## src/hw/rtl/cmea_pkg.sv

```systemverilog
`default_nettype none
package cmea_pkg;

   localparam int MAX_ITEMS     = 1024;
   localparam int ANGLE_BITS    = 16;
   localparam int TURN_BITS     = 24;
   localparam int CORDIC_STEPS  = 16;
   localparam int STEP_BITS     = $clog2(CORDIC_STEPS);
   localparam int COUNT_BITS    = $clog2(MAX_ITEMS + 1);
   localparam int TRANS_BITS    = 32;
   localparam int SUM_BITS      = 42;
   localparam int DIVIDEND_BITS = SUM_BITS + 1;
   localparam int REM_BITS      = COUNT_BITS + 1;
   localparam int SEQ_BITS      = 6;
   localparam int TRIG_BITS     = 18;
   localparam int TRIG_SUM_BITS = 28;
   localparam int XY_BITS       = 34;
   localparam int Z_BITS        = 26;
   localparam int CORDIC_X0     = 652032875;
   localparam int Q16_ONE       = 65536;
   localparam int ITEM_COUNT_BITS = 11;

   typedef enum logic [2:0] {
      ST_IDLE,
      ST_ROTATE,
      ST_ACCUM,
      ST_PREP,
      ST_DIVIDE,
      ST_VECTOR,
      ST_DONE
   } state_type;

   // Control of one CORDIC micro-rotation.
   typedef struct packed {
      logic                 ccw;
      logic [STEP_BITS-1:0] step;
   } cordic_ctl_type;

   // Arctangent of 2^-i in units of 2^24 per turn.
   function automatic logic signed [Z_BITS-1:0] atan_angle(input logic [STEP_BITS-1:0] idx);
      logic signed [Z_BITS-1:0] r;
      case (idx)
         4'd0:    r = Z_BITS'(2097152);
         4'd1:    r = Z_BITS'(1238021);
         4'd2:    r = Z_BITS'(654136);
         4'd3:    r = Z_BITS'(332050);
         4'd4:    r = Z_BITS'(166669);
         4'd5:    r = Z_BITS'(83416);
         4'd6:    r = Z_BITS'(41718);
         4'd7:    r = Z_BITS'(20860);
         4'd8:    r = Z_BITS'(10430);
         4'd9:    r = Z_BITS'(5215);
         4'd10:   r = Z_BITS'(2608);
         4'd11:   r = Z_BITS'(1304);
         4'd12:   r = Z_BITS'(652);
         4'd13:   r = Z_BITS'(326);
         4'd14:   r = Z_BITS'(163);
         default: r = Z_BITS'(81);
      endcase
      return r;
   endfunction

endpackage
`default_nettype wire

```

## src/hw/rtl/cmea_cordic_step.sv

```systemverilog
`default_nettype none
// One CORDIC micro-rotation, shared by the rotation and vectoring passes.
module cmea_cordic_step import cmea_pkg::*; (
   input  wire logic signed [XY_BITS-1:0] x_cur,
   input  wire logic signed [XY_BITS-1:0] y_cur,
   input  wire logic signed [Z_BITS-1:0]  z_cur,
   input  wire cordic_ctl_type            ctl,
   output logic signed [XY_BITS-1:0]      x_nxt,
   output logic signed [XY_BITS-1:0]      y_nxt,
   output logic signed [Z_BITS-1:0]       z_nxt
);

   logic signed [XY_BITS-1:0] dx;
   logic signed [XY_BITS-1:0] dy;
   logic signed [Z_BITS-1:0]  at;

   always_comb begin
      dx = y_cur >>> ctl.step;
      dy = x_cur >>> ctl.step;
      at = atan_angle(ctl.step);
      if (ctl.ccw) begin
         x_nxt = x_cur - dx;
         y_nxt = y_cur + dy;
         z_nxt = z_cur - at;
      end else begin
         x_nxt = x_cur + dx;
         y_nxt = y_cur - dy;
         z_nxt = z_cur + at;
      end
   end

endmodule
`default_nettype wire

```

## src/hw/rtl/circular_mean_error_averager.sv

```systemverilog
`default_nettype none
// Circular mean error averager. Each input transaction carries a Q16.16 translation
// error and a 16-bit binary angle (65536 is one turn); tuser says whether the pair is
// to be counted, and tlast ends the run. For every counted pair the block adds the
// translation to a running sum, and the sine and cosine of the angle (Q1.16, from a
// 16-step CORDIC) to two running sums, up to 1024 pairs; later pairs are dropped and
// reported by the overflow flag. A transaction with tlast produces one result
// transaction: the rounded mean translation, the circular mean angle (atan2 of the
// two sums, wrapped to one turn), the pair count and the overflow flag; an empty run
// gives zeros. The run state is then cleared. Sequence: a counted pair is accepted,
// then passes 16 iterations of the shared CORDIC unit and an accumulate step; other
// transactions need only the accept step. A transaction with tlast then adds a setup
// step, the 43 quotient bits of the bit-serial restoring divider, 16 vectoring
// iterations on the same CORDIC unit and the load of the result register, which waits
// for a held result to be taken; an empty run skips divider and vectoring. The input
// side is ready only while the sequencer is idle. The result register decouples the
// two sides, so a new run may start while the previous result still waits to be taken.
module circular_mean_error_averager import cmea_pkg::*; (
   input  wire logic        clock,
   input  wire logic        reset,
   // req_tdata fields from bit 0: translation_error[31:0], rotation_angle[47:32]
   input  wire logic [47:0] req_tdata,
   // req_tuser fields from bit 0: carries_value
   input  wire logic        req_tuser,
   input  wire logic        req_tlast,
   input  wire logic        req_tvalid,
   output logic             req_tready,
   // rsp_tdata fields from bit 0: mean_translation[31:0], mean_angle[47:32],
   // item_count[58:48], zero fill[63:59]
   output logic [63:0]      rsp_tdata,
   // rsp_tuser fields from bit 0: overflow_flag
   output logic             rsp_tuser,
   output logic             rsp_tvalid,
   input  wire logic        rsp_tready
);

   localparam int ANG_LSB = TRANS_BITS;
   localparam int CNT_LSB = TRANS_BITS + ANGLE_BITS;
   localparam int FILL_BITS = 64 - CNT_LSB - ITEM_COUNT_BITS;

   // Sequencer state.
   state_type                        state_ff, state_in;
   logic [SEQ_BITS-1:0]              cnt_ff, cnt_in;

   // Shared CORDIC working registers.
   logic signed [XY_BITS-1:0]        x_ff, x_in;
   logic signed [XY_BITS-1:0]        y_ff, y_in;
   logic signed [Z_BITS-1:0]         z_ff, z_in;
   logic [1:0]                       quad_ff, quad_in;

   // Captured transaction payload.
   logic [TRANS_BITS-1:0]            tr_ff, tr_in;
   logic                             last_ff, last_in;

   // Run state.
   logic [SUM_BITS-1:0]              tsum_ff, tsum_in;
   logic signed [TRIG_SUM_BITS-1:0]  ssum_ff, ssum_in;
   logic signed [TRIG_SUM_BITS-1:0]  csum_ff, csum_in;
   logic [COUNT_BITS-1:0]            count_ff, count_in;
   logic                             over_ff, over_in;

   // Divider registers: the dividend shifts out at the top while quotient bits enter.
   logic [DIVIDEND_BITS-1:0]         div_ff, div_in;
   logic [REM_BITS-1:0]              rem_ff, rem_in;

   // Result register.
   logic                             rsp_valid_ff, rsp_valid_in;
   logic [TRANS_BITS-1:0]            rsp_mean_ff, rsp_mean_in;
   logic [ANGLE_BITS-1:0]            rsp_angle_ff, rsp_angle_in;
   logic [ITEM_COUNT_BITS-1:0]       rsp_count_ff, rsp_count_in;
   logic                             rsp_over_ff, rsp_over_in;

   cordic_ctl_type                   ctl;
   logic signed [XY_BITS-1:0]        x_nxt, y_nxt;
   logic signed [Z_BITS-1:0]         z_nxt;

   // Round Q3.30 to Q1.16 half up, then clamp to plus or minus one.
   function automatic logic signed [TRIG_BITS-1:0] to_q16(input logic signed [XY_BITS-1:0] v);
      logic signed [XY_BITS-1:0] r;
      r = (v + XY_BITS'(8192)) >>> 14;
      if (r > XY_BITS'(Q16_ONE)) begin
         r = XY_BITS'(Q16_ONE);
      end else if (r < -XY_BITS'(Q16_ONE)) begin
         r = -XY_BITS'(Q16_ONE);
      end
      return TRIG_BITS'(r);
   endfunction

   // The vectoring pass drives y toward zero; the rotation pass drives z toward zero.
   always_comb begin
      ctl.step = cnt_ff[STEP_BITS-1:0];
      if (state_ff == ST_VECTOR) begin
         ctl.ccw = !(y_ff > 0);
      end else begin
         ctl.ccw = !z_ff[Z_BITS-1];
      end
   end

   cmea_cordic_step u_step (
      .x_cur (x_ff),
      .y_cur (y_ff),
      .z_cur (z_ff),
      .ctl   (ctl),
      .x_nxt (x_nxt),
      .y_nxt (y_nxt),
      .z_nxt (z_nxt)
   );

   logic [TURN_BITS-1:0]             a_turn;
   logic signed [TRIG_BITS-1:0]      c_raw, s_raw, c_fold, s_fold;
   logic [REM_BITS-1:0]              trial;
   logic                             qbit;
   logic signed [XY_BITS-1:0]        xv, yv;
   logic [TURN_BITS:0]               z_round;
   logic [ANGLE_BITS-1:0]            angle_out;

   always_comb begin
      state_in     = state_ff;
      cnt_in       = cnt_ff;
      x_in         = x_ff;
      y_in         = y_ff;
      z_in         = z_ff;
      quad_in      = quad_ff;
      tr_in        = tr_ff;
      last_in      = last_ff;
      tsum_in      = tsum_ff;
      ssum_in      = ssum_ff;
      csum_in      = csum_ff;
      count_in     = count_ff;
      over_in      = over_ff;
      div_in       = div_ff;
      rem_in       = rem_ff;
      rsp_valid_in = rsp_valid_ff && !rsp_tready;
      rsp_mean_in  = rsp_mean_ff;
      rsp_angle_in = rsp_angle_ff;
      rsp_count_in = rsp_count_ff;
      rsp_over_in  = rsp_over_ff;

      req_tready   = (state_ff == ST_IDLE);

      a_turn = {req_tdata[ANG_LSB +: ANGLE_BITS], {(TURN_BITS - ANGLE_BITS){1'b0}}};

      c_raw = to_q16(x_ff);
      s_raw = to_q16(y_ff);
      case (quad_ff)
         2'd0: begin
            c_fold = c_raw;
            s_fold = s_raw;
         end
         2'd1: begin
            c_fold = -s_raw;
            s_fold = c_raw;
         end
         2'd2: begin
            c_fold = -c_raw;
            s_fold = -s_raw;
         end
         default: begin
            c_fold = s_raw;
            s_fold = -c_raw;
         end
      endcase

      trial = {rem_ff[REM_BITS-2:0], div_ff[DIVIDEND_BITS-1]};
      qbit  = (trial >= REM_BITS'(count_ff));

      xv = {{(XY_BITS - TRIG_SUM_BITS){csum_ff[TRIG_SUM_BITS-1]}}, csum_ff} <<< 4;
      yv = {{(XY_BITS - TRIG_SUM_BITS){ssum_ff[TRIG_SUM_BITS-1]}}, ssum_ff} <<< 4;

      // Reduce modulo one turn, then round half up to the output angle width.
      z_round = {1'b0, z_ff[TURN_BITS-1:0]}
              + (TURN_BITS + 1)'(1 << (TURN_BITS - ANGLE_BITS - 1));
      if (ssum_ff == '0 && csum_ff == '0) begin
         angle_out = '0;
      end else begin
         angle_out = z_round[TURN_BITS-1 -: ANGLE_BITS];
      end

      case (state_ff)
         ST_IDLE: begin
            if (req_tvalid) begin
               tr_in   = req_tdata[TRANS_BITS-1:0];
               last_in = req_tlast;
               quad_in = a_turn[TURN_BITS-1 -: 2];
               x_in    = XY_BITS'(CORDIC_X0);
               y_in    = '0;
               z_in    = '0;
               z_in[TURN_BITS-3:0] = a_turn[TURN_BITS-3:0];
               cnt_in  = '0;
               if (req_tuser && count_ff < COUNT_BITS'(MAX_ITEMS)) begin
                  state_in = ST_ROTATE;
               end else begin
                  if (req_tuser) begin
                     over_in = 1'b1;
                  end
                  if (req_tlast) begin
                     state_in = ST_PREP;
                  end
               end
            end
         end
         ST_ROTATE: begin
            x_in   = x_nxt;
            y_in   = y_nxt;
            z_in   = z_nxt;
            cnt_in = cnt_ff + 1'b1;
            if (cnt_ff == SEQ_BITS'(CORDIC_STEPS - 1)) begin
               state_in = ST_ACCUM;
            end
         end
         ST_ACCUM: begin
            tsum_in  = tsum_ff + SUM_BITS'(tr_ff);
            ssum_in  = ssum_ff + {{(TRIG_SUM_BITS - TRIG_BITS){s_fold[TRIG_BITS-1]}}, s_fold};
            csum_in  = csum_ff + {{(TRIG_SUM_BITS - TRIG_BITS){c_fold[TRIG_BITS-1]}}, c_fold};
            count_in = count_ff + 1'b1;
            state_in = last_ff ? ST_PREP : ST_IDLE;
         end
         ST_PREP: begin
            // Adding half the count to the dividend rounds the quotient.
            div_in = DIVIDEND_BITS'(tsum_ff) + DIVIDEND_BITS'(count_ff >> 1);
            rem_in = '0;
            cnt_in = '0;
            state_in = (count_ff == '0) ? ST_DONE : ST_DIVIDE;
         end
         ST_DIVIDE: begin
            rem_in = qbit ? (trial - REM_BITS'(count_ff)) : trial;
            div_in = {div_ff[DIVIDEND_BITS-2:0], qbit};
            cnt_in = cnt_ff + 1'b1;
            if (cnt_ff == SEQ_BITS'(DIVIDEND_BITS - 1)) begin
               // Start vectoring on the scaled sums; a negative cosine sum is
               // turned by a half turn first.
               cnt_in   = '0;
               state_in = ST_VECTOR;
               if (xv < 0) begin
                  x_in = -xv;
                  y_in = -yv;
                  z_in = Z_BITS'(1 << (TURN_BITS - 1));
               end else begin
                  x_in = xv;
                  y_in = yv;
                  z_in = '0;
               end
            end
         end
         ST_VECTOR: begin
            x_in   = x_nxt;
            y_in   = y_nxt;
            z_in   = z_nxt;
            cnt_in = cnt_ff + 1'b1;
            if (cnt_ff == SEQ_BITS'(CORDIC_STEPS - 1)) begin
               state_in = ST_DONE;
            end
         end
         ST_DONE: begin
            if (!rsp_valid_ff || rsp_tready) begin
               rsp_valid_in = 1'b1;
               rsp_mean_in  = (count_ff == '0) ? '0 : div_ff[TRANS_BITS-1:0];
               rsp_angle_in = angle_out;
               rsp_count_in = ITEM_COUNT_BITS'(count_ff);
               rsp_over_in  = over_ff;
               tsum_in      = '0;
               ssum_in      = '0;
               csum_in      = '0;
               count_in     = '0;
               over_in      = 1'b0;
               state_in     = ST_IDLE;
            end
         end
         default: begin
            state_in = ST_IDLE;
         end
      endcase
   end

   always_ff @(posedge clock) begin
      if (reset) begin
         state_ff     <= ST_IDLE;
         cnt_ff       <= '0;
         tsum_ff      <= '0;
         ssum_ff      <= '0;
         csum_ff      <= '0;
         count_ff     <= '0;
         over_ff      <= 1'b0;
         rsp_valid_ff <= 1'b0;
      end else begin
         state_ff     <= state_in;
         cnt_ff       <= cnt_in;
         tsum_ff      <= tsum_in;
         ssum_ff      <= ssum_in;
         csum_ff      <= csum_in;
         count_ff     <= count_in;
         over_ff      <= over_in;
         rsp_valid_ff <= rsp_valid_in;
      end
   end

   always_ff @(posedge clock) begin
      x_ff         <= x_in;
      y_ff         <= y_in;
      z_ff         <= z_in;
      quad_ff      <= quad_in;
      tr_ff        <= tr_in;
      last_ff      <= last_in;
      div_ff       <= div_in;
      rem_ff       <= rem_in;
      rsp_mean_ff  <= rsp_mean_in;
      rsp_angle_ff <= rsp_angle_in;
      rsp_count_ff <= rsp_count_in;
      rsp_over_ff  <= rsp_over_in;
   end

   assign rsp_tvalid = rsp_valid_ff;
   assign rsp_tuser  = rsp_over_ff;
   assign rsp_tdata  = {{FILL_BITS{1'b0}}, rsp_count_ff, rsp_angle_ff, rsp_mean_ff};

endmodule
`default_nettype wire

```

## config.mk

```make
export PLATFORM = sky130hd
export DESIGN_NAME = circular_mean_error_averager
export DESIGN_NICKNAME = d
export VERILOG_FILES = /design/src/hw/rtl/cmea_pkg.sv /design/src/hw/rtl/cmea_cordic_step.sv /design/src/hw/rtl/circular_mean_error_averager.sv
export SDC_FILE = /design/constraint.sdc
export NUM_CORES = 2
export LEC_CHECK = 0
export ABC_AREA = 1
export CAP_MARGIN = 30
export CORE_UTILIZATION = 40
export CTS_BUF_LIST = sky130_fd_sc_hd__clkbuf_4 sky130_fd_sc_hd__clkbuf_8 sky130_fd_sc_hd__clkbuf_16
export DETAILED_ROUTE_END_ITERATION = 8
export DONT_BUFFER_PORTS = 1
export PLACE_DENSITY = 0.65
export SLEW_MARGIN = 20
export SYNTH_ARGS = -nofsm -noshare
export SYNTH_HDL_FRONTEND = slang
export SYNTH_SLANG_ARGS = --single-unit
```

## constraint.sdc

```tcl
create_clock -name clock -period 10 [get_ports clock]
set_input_delay 2 -clock clock [delete_from_list [all_inputs] [get_ports clock]]
set_output_delay 2 -clock clock [all_outputs]
set_load 0.02 [all_outputs]
```

==> reports/qor.csv <==
stage,metric,value,unit
run_status,status,completed,
routing,routed length on met3,6460,µm
routing,Met2 Wirelength,47200,µm
routing,Via-to-Cell Ratio,5.39,
job,Max Cap Violations,0,
routing,met1 WL,49000,µm
synth,Mapped Cells,4980,
synth,Netlist cell types,75,
layout,"commonest non-fill, non-tap cell in the layout",nand2_1,
cts,post-CTS setup buffer count,0,
synth,Synth async-reset ratio,0,%
cts,CTS tree,built,
global_routing,first-pass GRT wire length,165000,µm
sta,unrepaired setup endpoints after global routing,no,
global_routing,total track usage,23.7,%
synth,"EDFF count, synth",243,
placement,# port buffers,0,
sta,Worst slew margin,27.4,%
cts,CTS clock-pin slew for the worst setup and hold paths,0.06,ns
routing,Detailed Route WL,106000,µm
sta,Setup Total Neg Slack,0,ns
critical_path,Crit path required time,10.33,ns
floorplan,Initial Utilization,40.4,%
placement,Post-DP HPWL,79300,µm
placement,dpl cells,5986,
cts,post-CTS resize count,0,
critical_path,Critical Path Source Type,register,
floorplan,CORE AREA,85000,µm²
global_routing,largest net degree at the start of global routing,115,
sta,Setup Viol. Count Final,0,
placement,global placement routability congestion,1.00,
critical_path,crit path DAT,7.11,ns
cts,clk sinks,385,
sta,crit path time final,6.78,ns
floorplan,Die Footprint,87000,µm²
layout,fillers,8759,
synth,Post-synth top flop,edfxtp_1,
cts,clock buffer depth,3,
critical_path,"Top cell by count, worst path",nand2_1,
layout,nets@finish,5187,
routing,DRC viols,0,
critical_path,Worst path max stage delay,0.65,ns
sta,worst-margin pin slew,1.08,ns
placement,"worst slack, placed",3.45,ns
routing,Top Metal Used,met5,
layout,layout cell share with drive strength beyond 1,5.85,%
synth,Synth Register Bits,385,
sta,Max Clock Freq,147,MHz
sta,final hold viol count,0,
synth,register area share after synthesis,29.5,%
sta,Setup WS post-layout,3.22,ns
global_routing,antenna violations before repair,4,
routing,1st-iter DRT viols,2573,
synth,Synth Area per Inst,6.89,µm²
min_path,worst hold-check path type,reg2reg,
floorplan,Die Wd,295,µm
sta,max-slew violations,0,
critical_path,"Max stage delay cell, worst path",clkinv_1,
floorplan,# rows,107,
synth,Post-Syn Area,34300,µm²
layout,most frequent cells in the layout,"nand2_1, inv_1, a21oi_1, nor2_1, o21ai_0",
routing,drt wl/cell,17.4,µm
critical_path,Crit. End Element,register,
sta,final worst path period share,67.8,%
floorplan,IO Pins,121,
cts,insertion delay to the later sink of the worst-skew pair,0.62,ns
cts,clock root cell,clkbuf_16,
global_routing,total gr overflow,0,
synth,synth warn,0,
global_routing,vias in the first global route,30156,
sta,skew final,0.0291,ns
routing,Final ANT Viol Nets,0,
layout,Layout area overhead,8.03,%
cts,hold_buf cts,0,
layout,Layout Cells excl Fill,6082,
routing,Vias,32792,
cts,CTS buffer count,47,
critical_path,worst setup path class,reg2reg,
routing,DRT Pass-1 Iters,6,
critical_path,crit path max fanout,40,
floorplan,Die Y,295,µm
cts,CTS H-tree lvls,2,
[cells by family (layout without fill, tap and decap cells)]
group	count (synthesis)	after routing	share of synthesized area (%)
xor gates and xnor gates	226	226	5.79
adders and majority gates	235	235	8.74
DFF	385	385	29.5
other	1	6	0.0109
AOI/OAI and AO/OA	1224	1224	19.7
and+or+nand+nor	2138	2138	26.5
muxes	37	37	1.08
buffers and inverters	734	687	8.65
[state kept, by name, indices dropped and copies added (netlist names), 28 cells and up]
name         cells
x_ff            34
csum_ff         28
rsp_mean_ff     32
ssum_ff         28
tr_ff           32
div_ff          43
y_ff            34
tsum_ff         42
[per-layer routing]
layer / global-route usage (%) / vias up
met3: 2.65 / 170
met5: 0 / -
li1: - / 16633
met1: 32.9 / 14964
met4: 7.85 / 2
met2: 38.1 / 1023
[through the flow]
step	utilization (%)	instance area, µm²	hold slack (ns)
2_1_floorplan	-	34300	0.409
3_3_place_gp	41.4	35200	0.423
3_5_place_dp	41.4	35200	0.416
4_1_cts	43.4	36900	0.430
5_1_grt	43.6	37100	0.454
6_report	43.6	37100	0.430
[synth_stat cells, types with 67 or more instances]
library cell / instances / area, µm²
xor2_1: 146 / 1280
dfxtp_1: 142 / 2840
o21ai_0: 422 / 2110
edfxtp_1: 243 / 7300
nand3_1: 208 / 1040
a21oi_1: 496 / 2480
nor2_1: 491 / 1840
xnor2_1: 79 / 692
nand2_1: 1162 / 4360
ha_1: 227 / 2840
clkbuf_1: 93 / 349
o21ai_1: 67 / 335
nor3_1: 67 / 335
inv_1: 547 / 2050
[critical path: cells and delay by family, from the launching register on]
kind | cells | cell delay (ns)
AND/OR/NAND/NOR | 14 | 1.91
flip-flops | 1 | 0.37
buffers and inverters | 8 | 2.43
AO/OA/AOI/OAI | 6 | 1.26
XOR/XNOR | 1 | 0.15
adder cells (fa/ha/maj) | 1 | 0.34
[layout make-up]
class | instances | area [µm²] | area share [%]
antenna | 1 | 2.50 | 0.00675
sequential | 385 | 10100 | 27.4
clock inverter | 25 | 372 | 1.00
clock buffer | 63 | 1370 | 3.69
timing repair buffer | 31 | 330 | 0.891
multi-input combinational | 3865 | 21300 | 57.4
inverter | 568 | 2130 | 5.76
tap | 1144 | 1430 | 3.86
[path summary, 6_finish.rpt]
| path | cells after the start | endpoint | start | slack (ns) |
|---|---|---|---|---|
| worst max-delay path | 30 | x_ff[31] | state_ff[0] | 3.22 |
| worst min-delay path | 0 | rsp_tuser | over_ff | 0.43 |
| worst max register to register | 30 | x_ff[31] | state_ff[0] | 3.22 |
| worst min register to register | 0 | rsp_tuser | over_ff | 0.43 |
Power is not shown: default switching activity piles up to over one toggle a cycle in this logic, so the estimate is an artifact.
